**config.mk**
```make
export PLATFORM = sky130hd
export DESIGN_NAME = ip_address_text_validator
export DESIGN_NICKNAME = d
export VERILOG_FILES = /design/src/sv/ipv_pkg.sv /design/src/sv/ipv_scan.sv /design/src/sv/ip_address_text_validator.sv
export SDC_FILE = /design/constraint.sdc
export NUM_CORES = 1
export LEC_CHECK = 0
export ABC_AREA = 1
export BUFFER_PORTS_ARGS = -buffer_cell sky130_fd_sc_hd__clkbuf_2
export CORE_ASPECT_RATIO = 1.2
export CORE_MARGIN = 4
export CORE_UTILIZATION = 25
export CTS_CLUSTER_DIAMETER = 50
export DETAILED_ROUTE_END_ITERATION = 12
export PLACE_DENSITY = 0.44
export SKIP_LAST_GASP = 1
export SLEW_MARGIN = 20
export SYNTH_ARGS = -nofsm -noshare
export SYNTH_HDL_FRONTEND = slang
export SYNTH_SLANG_ARGS = --single-unit
```
**constraint.sdc**
```tcl
create_clock -name clock -period 3.4 [get_ports clock]
set_clock_uncertainty 0.1 [all_clocks]
set_input_delay 0.34 -clock clock [delete_from_list [all_inputs] [get_ports clock]]
set_output_delay 0.34 -clock clock [all_outputs]
set_load 0.02 [all_outputs]
```
**src/sv/ipv_pkg.sv**
```systemverilog
// Shared types, character codes and helper functions for the address text validator.
package ipv_pkg;

   localparam int CHAR_W = 8;
   localparam int KIND_W = 2;

   localparam logic [KIND_W-1:0] KIND_NONE = 2'd0;
   localparam logic [KIND_W-1:0] KIND_V4   = 2'd1;
   localparam logic [KIND_W-1:0] KIND_V6   = 2'd2;

   localparam logic [CHAR_W-1:0] CHAR_DOT   = 8'h2E;
   localparam logic [CHAR_W-1:0] CHAR_COLON = 8'h3A;
   localparam logic [CHAR_W-1:0] CHAR_ZERO  = 8'h30;
   localparam logic [CHAR_W-1:0] CHAR_NINE  = 8'h39;
   localparam logic [CHAR_W-1:0] CHAR_LO_A  = 8'h61;
   localparam logic [CHAR_W-1:0] CHAR_LO_F  = 8'h66;
   localparam logic [CHAR_W-1:0] CHAR_UP_A  = 8'h41;
   localparam logic [CHAR_W-1:0] CHAR_UP_F  = 8'h46;

   localparam logic [2:0] DOT_SAT     = 3'd4;
   localparam logic [2:0] DOT_GOOD    = 3'd3;
   localparam logic [3:0] COLON_SAT   = 4'd8;
   localparam logic [3:0] COLON_GOOD  = 4'd7;
   localparam logic [2:0] V4_LEN_MAX  = 3'd3;
   localparam logic [2:0] V4_LEN_SAT  = 3'd4;
   localparam logic [2:0] V6_LEN_MAX  = 3'd4;
   localparam logic [2:0] V6_LEN_SAT  = 3'd5;
   localparam logic [9:0] V4_VAL_MAX  = 10'd255;

   typedef struct packed {
      logic [2:0] dot_count;
      logic       seen_dot;
      logic [2:0] v4_group_len;
      logic [9:0] v4_group_value;
      logic       v4_leading_zero;
      logic       v4_bad;
      logic [3:0] colon_count;
      logic [2:0] v6_group_len;
      logic       v6_bad;
   } ipv_state_type;

   function automatic logic is_dec(input logic [CHAR_W-1:0] c);
      return (c >= CHAR_ZERO) && (c <= CHAR_NINE);
   endfunction

   function automatic logic is_hex(input logic [CHAR_W-1:0] c);
      return is_dec(c) || ((c >= CHAR_LO_A) && (c <= CHAR_LO_F))
             || ((c >= CHAR_UP_A) && (c <= CHAR_UP_F));
   endfunction

   function automatic logic v4_group_bad(input logic [2:0] len, input logic lz,
                                         input logic [9:0] val);
      return (len == 3'd0) || (len > V4_LEN_MAX) || (lz && (len > 3'd1))
             || (val > V4_VAL_MAX);
   endfunction

   function automatic logic v6_group_bad(input logic [2:0] len);
      return (len == 3'd0) || (len > V6_LEN_MAX);
   endfunction

endpackage

```
**src/sv/ipv_scan.sv**
```systemverilog
// Scan state registers with the per-character update and the end-of-string verdict.
module ipv_scan (
   input  logic                           clock,
   input  logic                           reset,
   input  logic                           step_en,
   input  logic [ipv_pkg::CHAR_W-1:0]     char_in,
   input  logic                           is_last,
   output logic [ipv_pkg::KIND_W-1:0]     kind
);

   ipv_pkg::ipv_state_type state_ff;
   ipv_pkg::ipv_state_type state_in;
   ipv_pkg::ipv_state_type upd;
   logic [3:0]             digit;
   logic                   v4_bad_final;
   logic                   v6_bad_final;

   assign digit = char_in[3:0];

   always_comb begin
      upd = state_ff;
      if (char_in == ipv_pkg::CHAR_DOT) begin
         upd.seen_dot = 1'b1;
         if (state_ff.dot_count < ipv_pkg::DOT_SAT) begin
            upd.dot_count = state_ff.dot_count + 3'd1;
         end
         upd.v4_bad = state_ff.v4_bad
                      | ipv_pkg::v4_group_bad(state_ff.v4_group_len,
                                              state_ff.v4_leading_zero,
                                              state_ff.v4_group_value);
         upd.v4_group_len    = 3'd0;
         upd.v4_group_value  = 10'd0;
         upd.v4_leading_zero = 1'b0;
      end else if (ipv_pkg::is_dec(char_in)) begin
         if ((state_ff.v4_group_len == 3'd0) && (char_in == ipv_pkg::CHAR_ZERO)) begin
            upd.v4_leading_zero = 1'b1;
         end
         if (state_ff.v4_group_len < ipv_pkg::V4_LEN_MAX) begin
            upd.v4_group_value = {state_ff.v4_group_value[6:0], 3'b000}
                                 + {state_ff.v4_group_value[8:0], 1'b0}
                                 + {6'd0, digit};
         end
         if (state_ff.v4_group_len < ipv_pkg::V4_LEN_SAT) begin
            upd.v4_group_len = state_ff.v4_group_len + 3'd1;
         end
      end else begin
         upd.v4_bad = 1'b1;
      end

      if (char_in == ipv_pkg::CHAR_COLON) begin
         if (state_ff.colon_count < ipv_pkg::COLON_SAT) begin
            upd.colon_count = state_ff.colon_count + 4'd1;
         end
         upd.v6_bad       = state_ff.v6_bad | ipv_pkg::v6_group_bad(state_ff.v6_group_len);
         upd.v6_group_len = 3'd0;
      end else if (ipv_pkg::is_hex(char_in)) begin
         if (state_ff.v6_group_len < ipv_pkg::V6_LEN_SAT) begin
            upd.v6_group_len = state_ff.v6_group_len + 3'd1;
         end
      end else begin
         upd.v6_bad = 1'b1;
      end
   end

   assign v4_bad_final = upd.v4_bad | ipv_pkg::v4_group_bad(upd.v4_group_len,
                                                            upd.v4_leading_zero,
                                                            upd.v4_group_value);
   assign v6_bad_final = upd.v6_bad | ipv_pkg::v6_group_bad(upd.v6_group_len);

   always_comb begin
      kind = ipv_pkg::KIND_NONE;
      if (upd.seen_dot) begin
         if ((upd.dot_count == ipv_pkg::DOT_GOOD) && !v4_bad_final) begin
            kind = ipv_pkg::KIND_V4;
         end
      end else if ((upd.colon_count == ipv_pkg::COLON_GOOD) && !v6_bad_final) begin
         kind = ipv_pkg::KIND_V6;
      end
   end

   always_comb begin
      state_in = state_ff;
      if (step_en) begin
         state_in = is_last ? '0 : upd;
      end
   end

   always_ff @(posedge clock) begin
      if (reset) begin
         state_ff <= '0;
      end else begin
         state_ff <= state_in;
      end
   end

endmodule

```
**src/sv/ip_address_text_validator.sv**
```systemverilog
// Top level of the IPv4 / IPv6 address text validator.
// Usage:
//   Request channel (req_valid / req_ready) carries one text byte per beat in
//   req_char_in, with req_is_last high on the final byte of a string.
//   Response channel (rsp_valid / rsp_ready) carries one rsp_kind beat per
//   string: 0 neither, 1 valid IPv4, 2 valid IPv6. Bytes without the last
//   flag produce no response beat.
//   The last byte passes the input register, then the result register, before
//   rsp_valid rises; a stalled response can hold it in the input register.
//   Throughput: one byte per cycle while req_ready is high; the scan state is a
//   single register set updated by one pass of counter and compare logic per byte.
//   Reset clears the scan state and both valid flags; req_ready is high in
//   the cycle after reset.
//   When the receiver stalls, the response is held; non-last bytes keep
//   flowing, and a last byte waits in the input register, which then lowers
//   req_ready until the result register frees.
//   All scan state clears after each final byte.
module ip_address_text_validator (
   input  logic                           clock,
   input  logic                           reset,
   input  logic                           req_valid,
   output logic                           req_ready,
   input  logic [ipv_pkg::CHAR_W-1:0]     req_char_in,
   input  logic                           req_is_last,
   output logic                           rsp_valid,
   input  logic                           rsp_ready,
   output logic [ipv_pkg::KIND_W-1:0]     rsp_kind
);

   logic                           in_valid_ff;
   logic                           in_valid_in;
   logic [ipv_pkg::CHAR_W-1:0]     in_char_ff;
   logic                           in_last_ff;
   logic                           out_valid_ff;
   logic                           out_valid_in;
   logic [ipv_pkg::KIND_W-1:0]     out_kind_ff;
   logic [ipv_pkg::KIND_W-1:0]     scan_kind;
   logic                           out_free;
   logic                           advance;
   logic                           req_take;

   assign out_free  = !out_valid_ff || rsp_ready;
   assign advance   = in_valid_ff && (!in_last_ff || out_free);
   assign req_ready = !in_valid_ff || advance;
   assign req_take  = req_valid && req_ready;

   assign in_valid_in  = req_take || (in_valid_ff && !advance);
   assign out_valid_in = (advance && in_last_ff) || (out_valid_ff && !rsp_ready);

   ipv_scan u_scan (
      .clock   (clock),
      .reset   (reset),
      .step_en (advance),
      .char_in (in_char_ff),
      .is_last (in_last_ff),
      .kind    (scan_kind)
   );

   always_ff @(posedge clock) begin
      if (reset) begin
         in_valid_ff  <= 1'b0;
         out_valid_ff <= 1'b0;
      end else begin
         in_valid_ff  <= in_valid_in;
         out_valid_ff <= out_valid_in;
      end
   end

   always_ff @(posedge clock) begin
      if (req_take) begin
         in_char_ff <= req_char_in;
         in_last_ff <= req_is_last;
      end
      if (advance && in_last_ff) begin
         out_kind_ff <= scan_kind;
      end
   end

   assign rsp_valid = out_valid_ff;
   assign rsp_kind  = out_kind_ff;

endmodule

```
## Word-level counts from Yosys, hierarchy flattened

Index checks and enable logic that the tools add are counted.

| operators by class | value |
|---|---|
| add/sub/neg operators | 6 |
| $mul | 0 |
| div/mod/pow operators | 0 |
| $lt $le $gt $ge | 19 |
| eq/ne operators | 5 |
| shift operators | 0 |
| muxes and demuxes | 18 |
| bitwise gates (word level) | 4 |
| reduce and logical (&&, ||, !) cells | 39 |

Operator list:

| kind | count |
|---|---|
| 27-bit two-way mux | 1 |
| 8-bit by 6-bit == test with 1-bit output, second input constant | 3 |
| 10-bit by 8-bit greater-than comparator with 1-bit output, second input constant | 2 |
| 8-bit by 7-bit greater-or-equal comparator with 1-bit output, second input constant | 2 |
| 8-bit by 7-bit less-or-equal comparator with 1-bit output, second input constant | 2 |
| 4-bit two-way mux | 4 |
| 1-bit logical OR | 15 |
| 15-bit two-way mux | 1 |
| 14-bit two-way mux | 1 |
| 1-bit logical AND | 13 |
| 3-bit logical NOT | 4 |
| 3-bit two-way mux | 4 |
| 10-bit adder | 1 |
| 10-bit by 4-bit adder with 10-bit output | 1 |
| 10-bit two-way mux | 1 |
| 3-bit by 1-bit adder with 3-bit output, second input constant | 3 |
| 3-bit less-than comparator, second input constant | 3 |
| 8-bit by 6-bit greater-or-equal comparator with 1-bit output, second input constant | 1 |
| 8-bit by 6-bit less-or-equal comparator with 1-bit output, second input constant | 1 |
| 1-bit logical NOT | 7 |
| 3-bit by 1-bit greater-than comparator with 1-bit output, second input constant | 2 |
| 3-bit by 2-bit greater-than comparator with 1-bit output, second input constant | 2 |
| 3-bit greater-than comparator, second input constant | 2 |
| 4-bit by 1-bit adder with 4-bit output, second input constant | 1 |
| 7 further kinds | 14 |

| word-level totals | value |
|---|---|
| register bits | 40 |
| latch bits | 0 |
| memory bits (writable) | 0 |
| bits in read-only memories | 0 |
| logic and storage cells | 105 |
| memories kept | 0 |

## Longest topological paths before layout

| logic depth | value |
|---|---|
| word-level depth | 15 |
| depth in mapped cells | 13 |
| gate-level depth less buffers | 13 |

## By module

Synthesis repeated with hierarchy kept, for this count alone.

| second synthesis, totals | value |
|---|---|
| cell total of the unflattened synthesis | 383 |
| area, all modules | 2765.2 um^2 |

By module, submodules not included:

| module | times used | cells an instance | area an instance (um^2) |
|---|---|---|---|
| ipv_scan | 1 | 353 | 2313.5 |
| ip_address_text_validator | 1 | 30 | 451.7 |

## Worst setup path before layout

No wires, ideal clock.

| timing | value |
|---|---|
| path kind | register to register |
| start | reg in_char_ff[3] (netlist name) |
| end | reg out_kind_ff, in the netlist rsp_kind[0], data pin |
| library setup time | 0.250 ns |
| arrival | 1.974 ns |
| required time | 3.050 ns |
| setup slack | 1.076 ns |
| cell stages (with the launch flop) | 12 |
| buffers on the path | 0 |
| period minus slack after synthesis | 2.324 ns |
| path through | edfxtp_1 > inv_1 > fa_1 > fa_1 > inv_1 > nand4_1 > nand3_1 > xnor2_1 > nand2_1 > nand2_1 > nand3_1 > nor2_1 |

| on the way | value |
|---|---|
| word-level cells in the longest chain between the ends | 13 |

Ends and longest elaborated chain:

| what | line | RTL |
|---|---|---|
| start, declared | ip_address_text_validator.sv:32 | `logic [ipv_pkg::CHAR_W-1:0] in_char_ff;` |
| start signal, assigned | ip_address_text_validator.sv:71 | `in_char_ff <= req_char_in;` |
| parallel branches: the longest is 12 deep, another holds 10-bit by 4-bit adder with 10-bit output | n/a |  |
| 2-bit two-way mux (*) | ipv_scan.sv:72 | `if (upd.seen_dot) begin` |
| end signal, assigned | ip_address_text_validator.sv:75 | `out_kind_ff <= scan_kind;` |
| end, declared | ip_address_text_validator.sv:36 | `logic [ipv_pkg::KIND_W-1:0] out_kind_ff;` |

Mark *: on every way between the ends.
A chain may end at the register's enable or synchronous reset.

## Worst setup path after layout

Same ends and word-level chain as after synthesis.

==> out/metrics.yaml <==
synth:
  synth_edf_count: 11
  synth_area_leaders: "dfxtp_1 (22%), nand2_1 (14%), edfxtp_1 (12%)"
  syn-num-nets: 413
  synth_warnings: 0
  synth_top_area_frac: 0.217
  synth_seq_area_share: 0.340
  netlist_area_um2: 2680
  synth_async_sr_flop_share: 0
  yosys.area.top_type: "dfxtp_1"
  ys_types: 34
  ys.flop_type: "dfxtp_1"
  synthCells: 377
  synth_common_cells: "nand2_1 (97), inv_1 (55), nor2_1 (40), a21oi_1 (30), dfxtp_1 (29)"
  yosysMostFrequentCell: "nand2_1"
  avgSynthCellArea_um2: 7.10
  synth-seq-cells: 40
sta:
  period_minus_slack_ns: 2.47
  setup_ws_ns: 0.925
  setup-tns-final_ns: 0
  timing.final.crit_share: 0.728
  hold_viol: 0
  whs_ns: 0.128
  tightest_slew_ns: 0.622
  slew_headroom: 0.585
  setup_violations: 0
  rsz0062_at_grt: "false"
  slew_violations: 0
  max_freq_mhz: 404
die:
  fp.dieArea_um2: 12400
  initial_core_util: 0.255
  ios: 17
  row_count: 41
  core_um2: 10500
  die_y_um: 121
  die_x_um: 102
setup_path:
  crit_path_end_kind: "flop"
  worstRegToRegCells: 11
  cp_num_buf_inv: 2
  r2r-end: "rsp_kind[0]"
  critPathTopFamily: "adder cells"
  crit_chain: "inv_1 -> fa_1 -> fa_1 -> inv_1 -> nand4_1 -> nand3_1 -> xnor2_1 -> nand2_1 -> nand2_1 -> nand3_1 -> nor2_1"
  reg2reg_slack_ns: 0.93
  critPathRequiredTime_ns: 3.45
  cp.depth: 11
  crit_arrival_ns: 2.53
  critPathMaxFanout: 6
  critPathLaunchType: "flop"
  crit_slowest_cell: "fa_1"
  crit_type: "reg -> reg"
  slowest_delay_ns: 0.53
  reg2reg_from: "in_char_ff[3]"
final_layout:
  nFillCells: 1141
  nets: 430
  antenna_cells: 0
  final_cells: 524
  area.growth.synth_to_final_pct: 14.8
  drive_above_1_share: 0.111
clock_tree:
  cts_root_buf: "clkbuf_16"
  cts_setup_buffers: 0
  cts_tree: "done"
  post_cts_resized: 0
  cts_buffers: 5
  cts_max_level: 2
  clock_path_buffers: 2
  clk_pin_slew_ns: 0.06
  clkSinkCount: 40
  clkLatencyLatePin_ns: 0.29
  postCtsHoldBufs: 0
global_route:
  grt_pass1_wl_um: 10500
  antenna_found_initial: 0
  grt-ovfl-total: 0
  grt_pass1_vias: 2233
  grt_usage: 0.108
  grt_max_degree: 26
route:
  wl_met3_um: 176
  top_layer_used: "met4"
  ant_nets: 0
  vias: 2315
  route.detailed.drc: 0
  drtIter0Drc: 120
  avgViaCountPerCell: 4.42
  totalWireLength_um: 6030
  drtPass1Iterations: 4
  wl_met2_um: 2910
  wl_per_cell_um: 11.5
  wl_met1_um: 2850
status:
  status: "complete, no violations"
hold_path:
  min_from: "req_char_in[4]"
  min_to: "in_char_ff[4]"
  hold_depth: 1
  hold_class: "in -> reg"
placement:
  io_buffers: 16
  place_ws_ns: 0.940
  hpwl_um: 4590
  place_congestion: 0.791
  dp_cells: 516
power:
  p_clk_frac: 0.500
  power_w: 0.00116
  intPower_w: 0.000910
  peakVddDrop_v: 0.000231
  pwr-share-comb: 0.062
  switchingPower_w: 0.000251
  power_density_nw_per_um2: 378
  seqPwrFrac: 0.438
  netSwitchingFraction: 0.216
  power_leakage_nw: 1.44
job:
  max-cap-violations: 0
-- logic make-up after synthesis --
kind of cell,Yosys count,synth area share
xor+xnor,12,0.0393
simple gates,180,0.292
compound gates,55,0.117
fa+ha+maj,23,0.113
buf+inv,67,0.0986
flops,40,0.340
-- cells in the final DEF (no fill, tap or decap), types with 2 or more instances in the layout --
cell / instances
a22oi_1: 5
inv_2: 4
edfxtp_1: 11
nand4_1: 4
clkbuf_2: 16
ha_1: 21
nand3_1: 25
nor2_4: 3
xor2_1: 5
nor2_2: 3
fa_1: 2
xnor2_1: 7
nand2_1: 97
clkbuf_8: 2
nand2_2: 4
a21oi_1: 30
inv_1: 55
o211ai_1: 2
clkbuf_16: 5
nor2_1: 40
dfxtp_1: 29
o21ai_0: 12
-- power groups by stage --
stage          Clock [W]  Combinational [W]  Sequential (W)
2_1_floorplan          0          0.0000499        0.000518
3_3_place_gp           0          0.0000740        0.000519
3_5_place_dp           0          0.0000742        0.000519
4_1_cts         0.000598          0.0000743        0.000508
5_1_grt         0.000619          0.0000840        0.000509
6_report        0.000580          0.0000722        0.000508
-- state kept, by name, summed over array words and instances, names as in the netlist --
name and count:
in_valid_ff 1, rsp_kind 2, in_last_ff 1, in_char_ff 8
rsp_valid 1, u_scan.state_ff 27
-- worst reg2reg max path, cell delays in order (launching register included) --
cell and delay [ns]:
edfxtp_1 0.43, inv_1 0.10, fa_1 0.53, fa_1 0.47, inv_1 0.09, nand4_1 0.09
nand3_1 0.09, xnor2_1 0.12, nand2_1 0.09, nand2_1 0.07, nand3_1 0.08, nor2_1 0.09
-- layer usage --
metal | track usage | vias to the layer above
met4 | 0.0361 | 0
met2 | 0.179 | 26
met5 | 0 | -
li1 | - | 1238
met1 | 0.136 | 1046
met3 | 0.0253 | 5
-- metrics by stage --
stage	cell area (um^2)	utilization
after floorplan	2680	-
after global placement	2890	0.275
after detailed placement	2890	0.275
after CTS	3070	0.292
after global routing	3070	0.292
final	3070	0.292
-- layout make-up --
class,count,area [um^2],share of cell area
inverter,60,228,0.0741
multi-input combinational,270,1500,0.489
clock inverter,1,30.0,0.00977
timing repair buffer,17,87.6,0.0285
tap,129,161,0.0525
clock buffer,7,153,0.0497
sequential,40,911,0.296
-- worst max path at each step --
stage                              from          end  slack (ns)
final                     in_char_ff[3]  rsp_kind[0]        0.93
after detailed placement  in_char_ff[3]  rsp_kind[0]        0.94
after global placement    in_char_ff[3]  rsp_kind[0]        0.99
after CTS                 in_char_ff[3]  rsp_kind[0]        0.92
after floorplan           in_char_ff[3]  rsp_kind[0]        1.08
after global routing      in_char_ff[3]  rsp_kind[0]        0.75
Note: power is estimated with default switching activity, not from simulation.
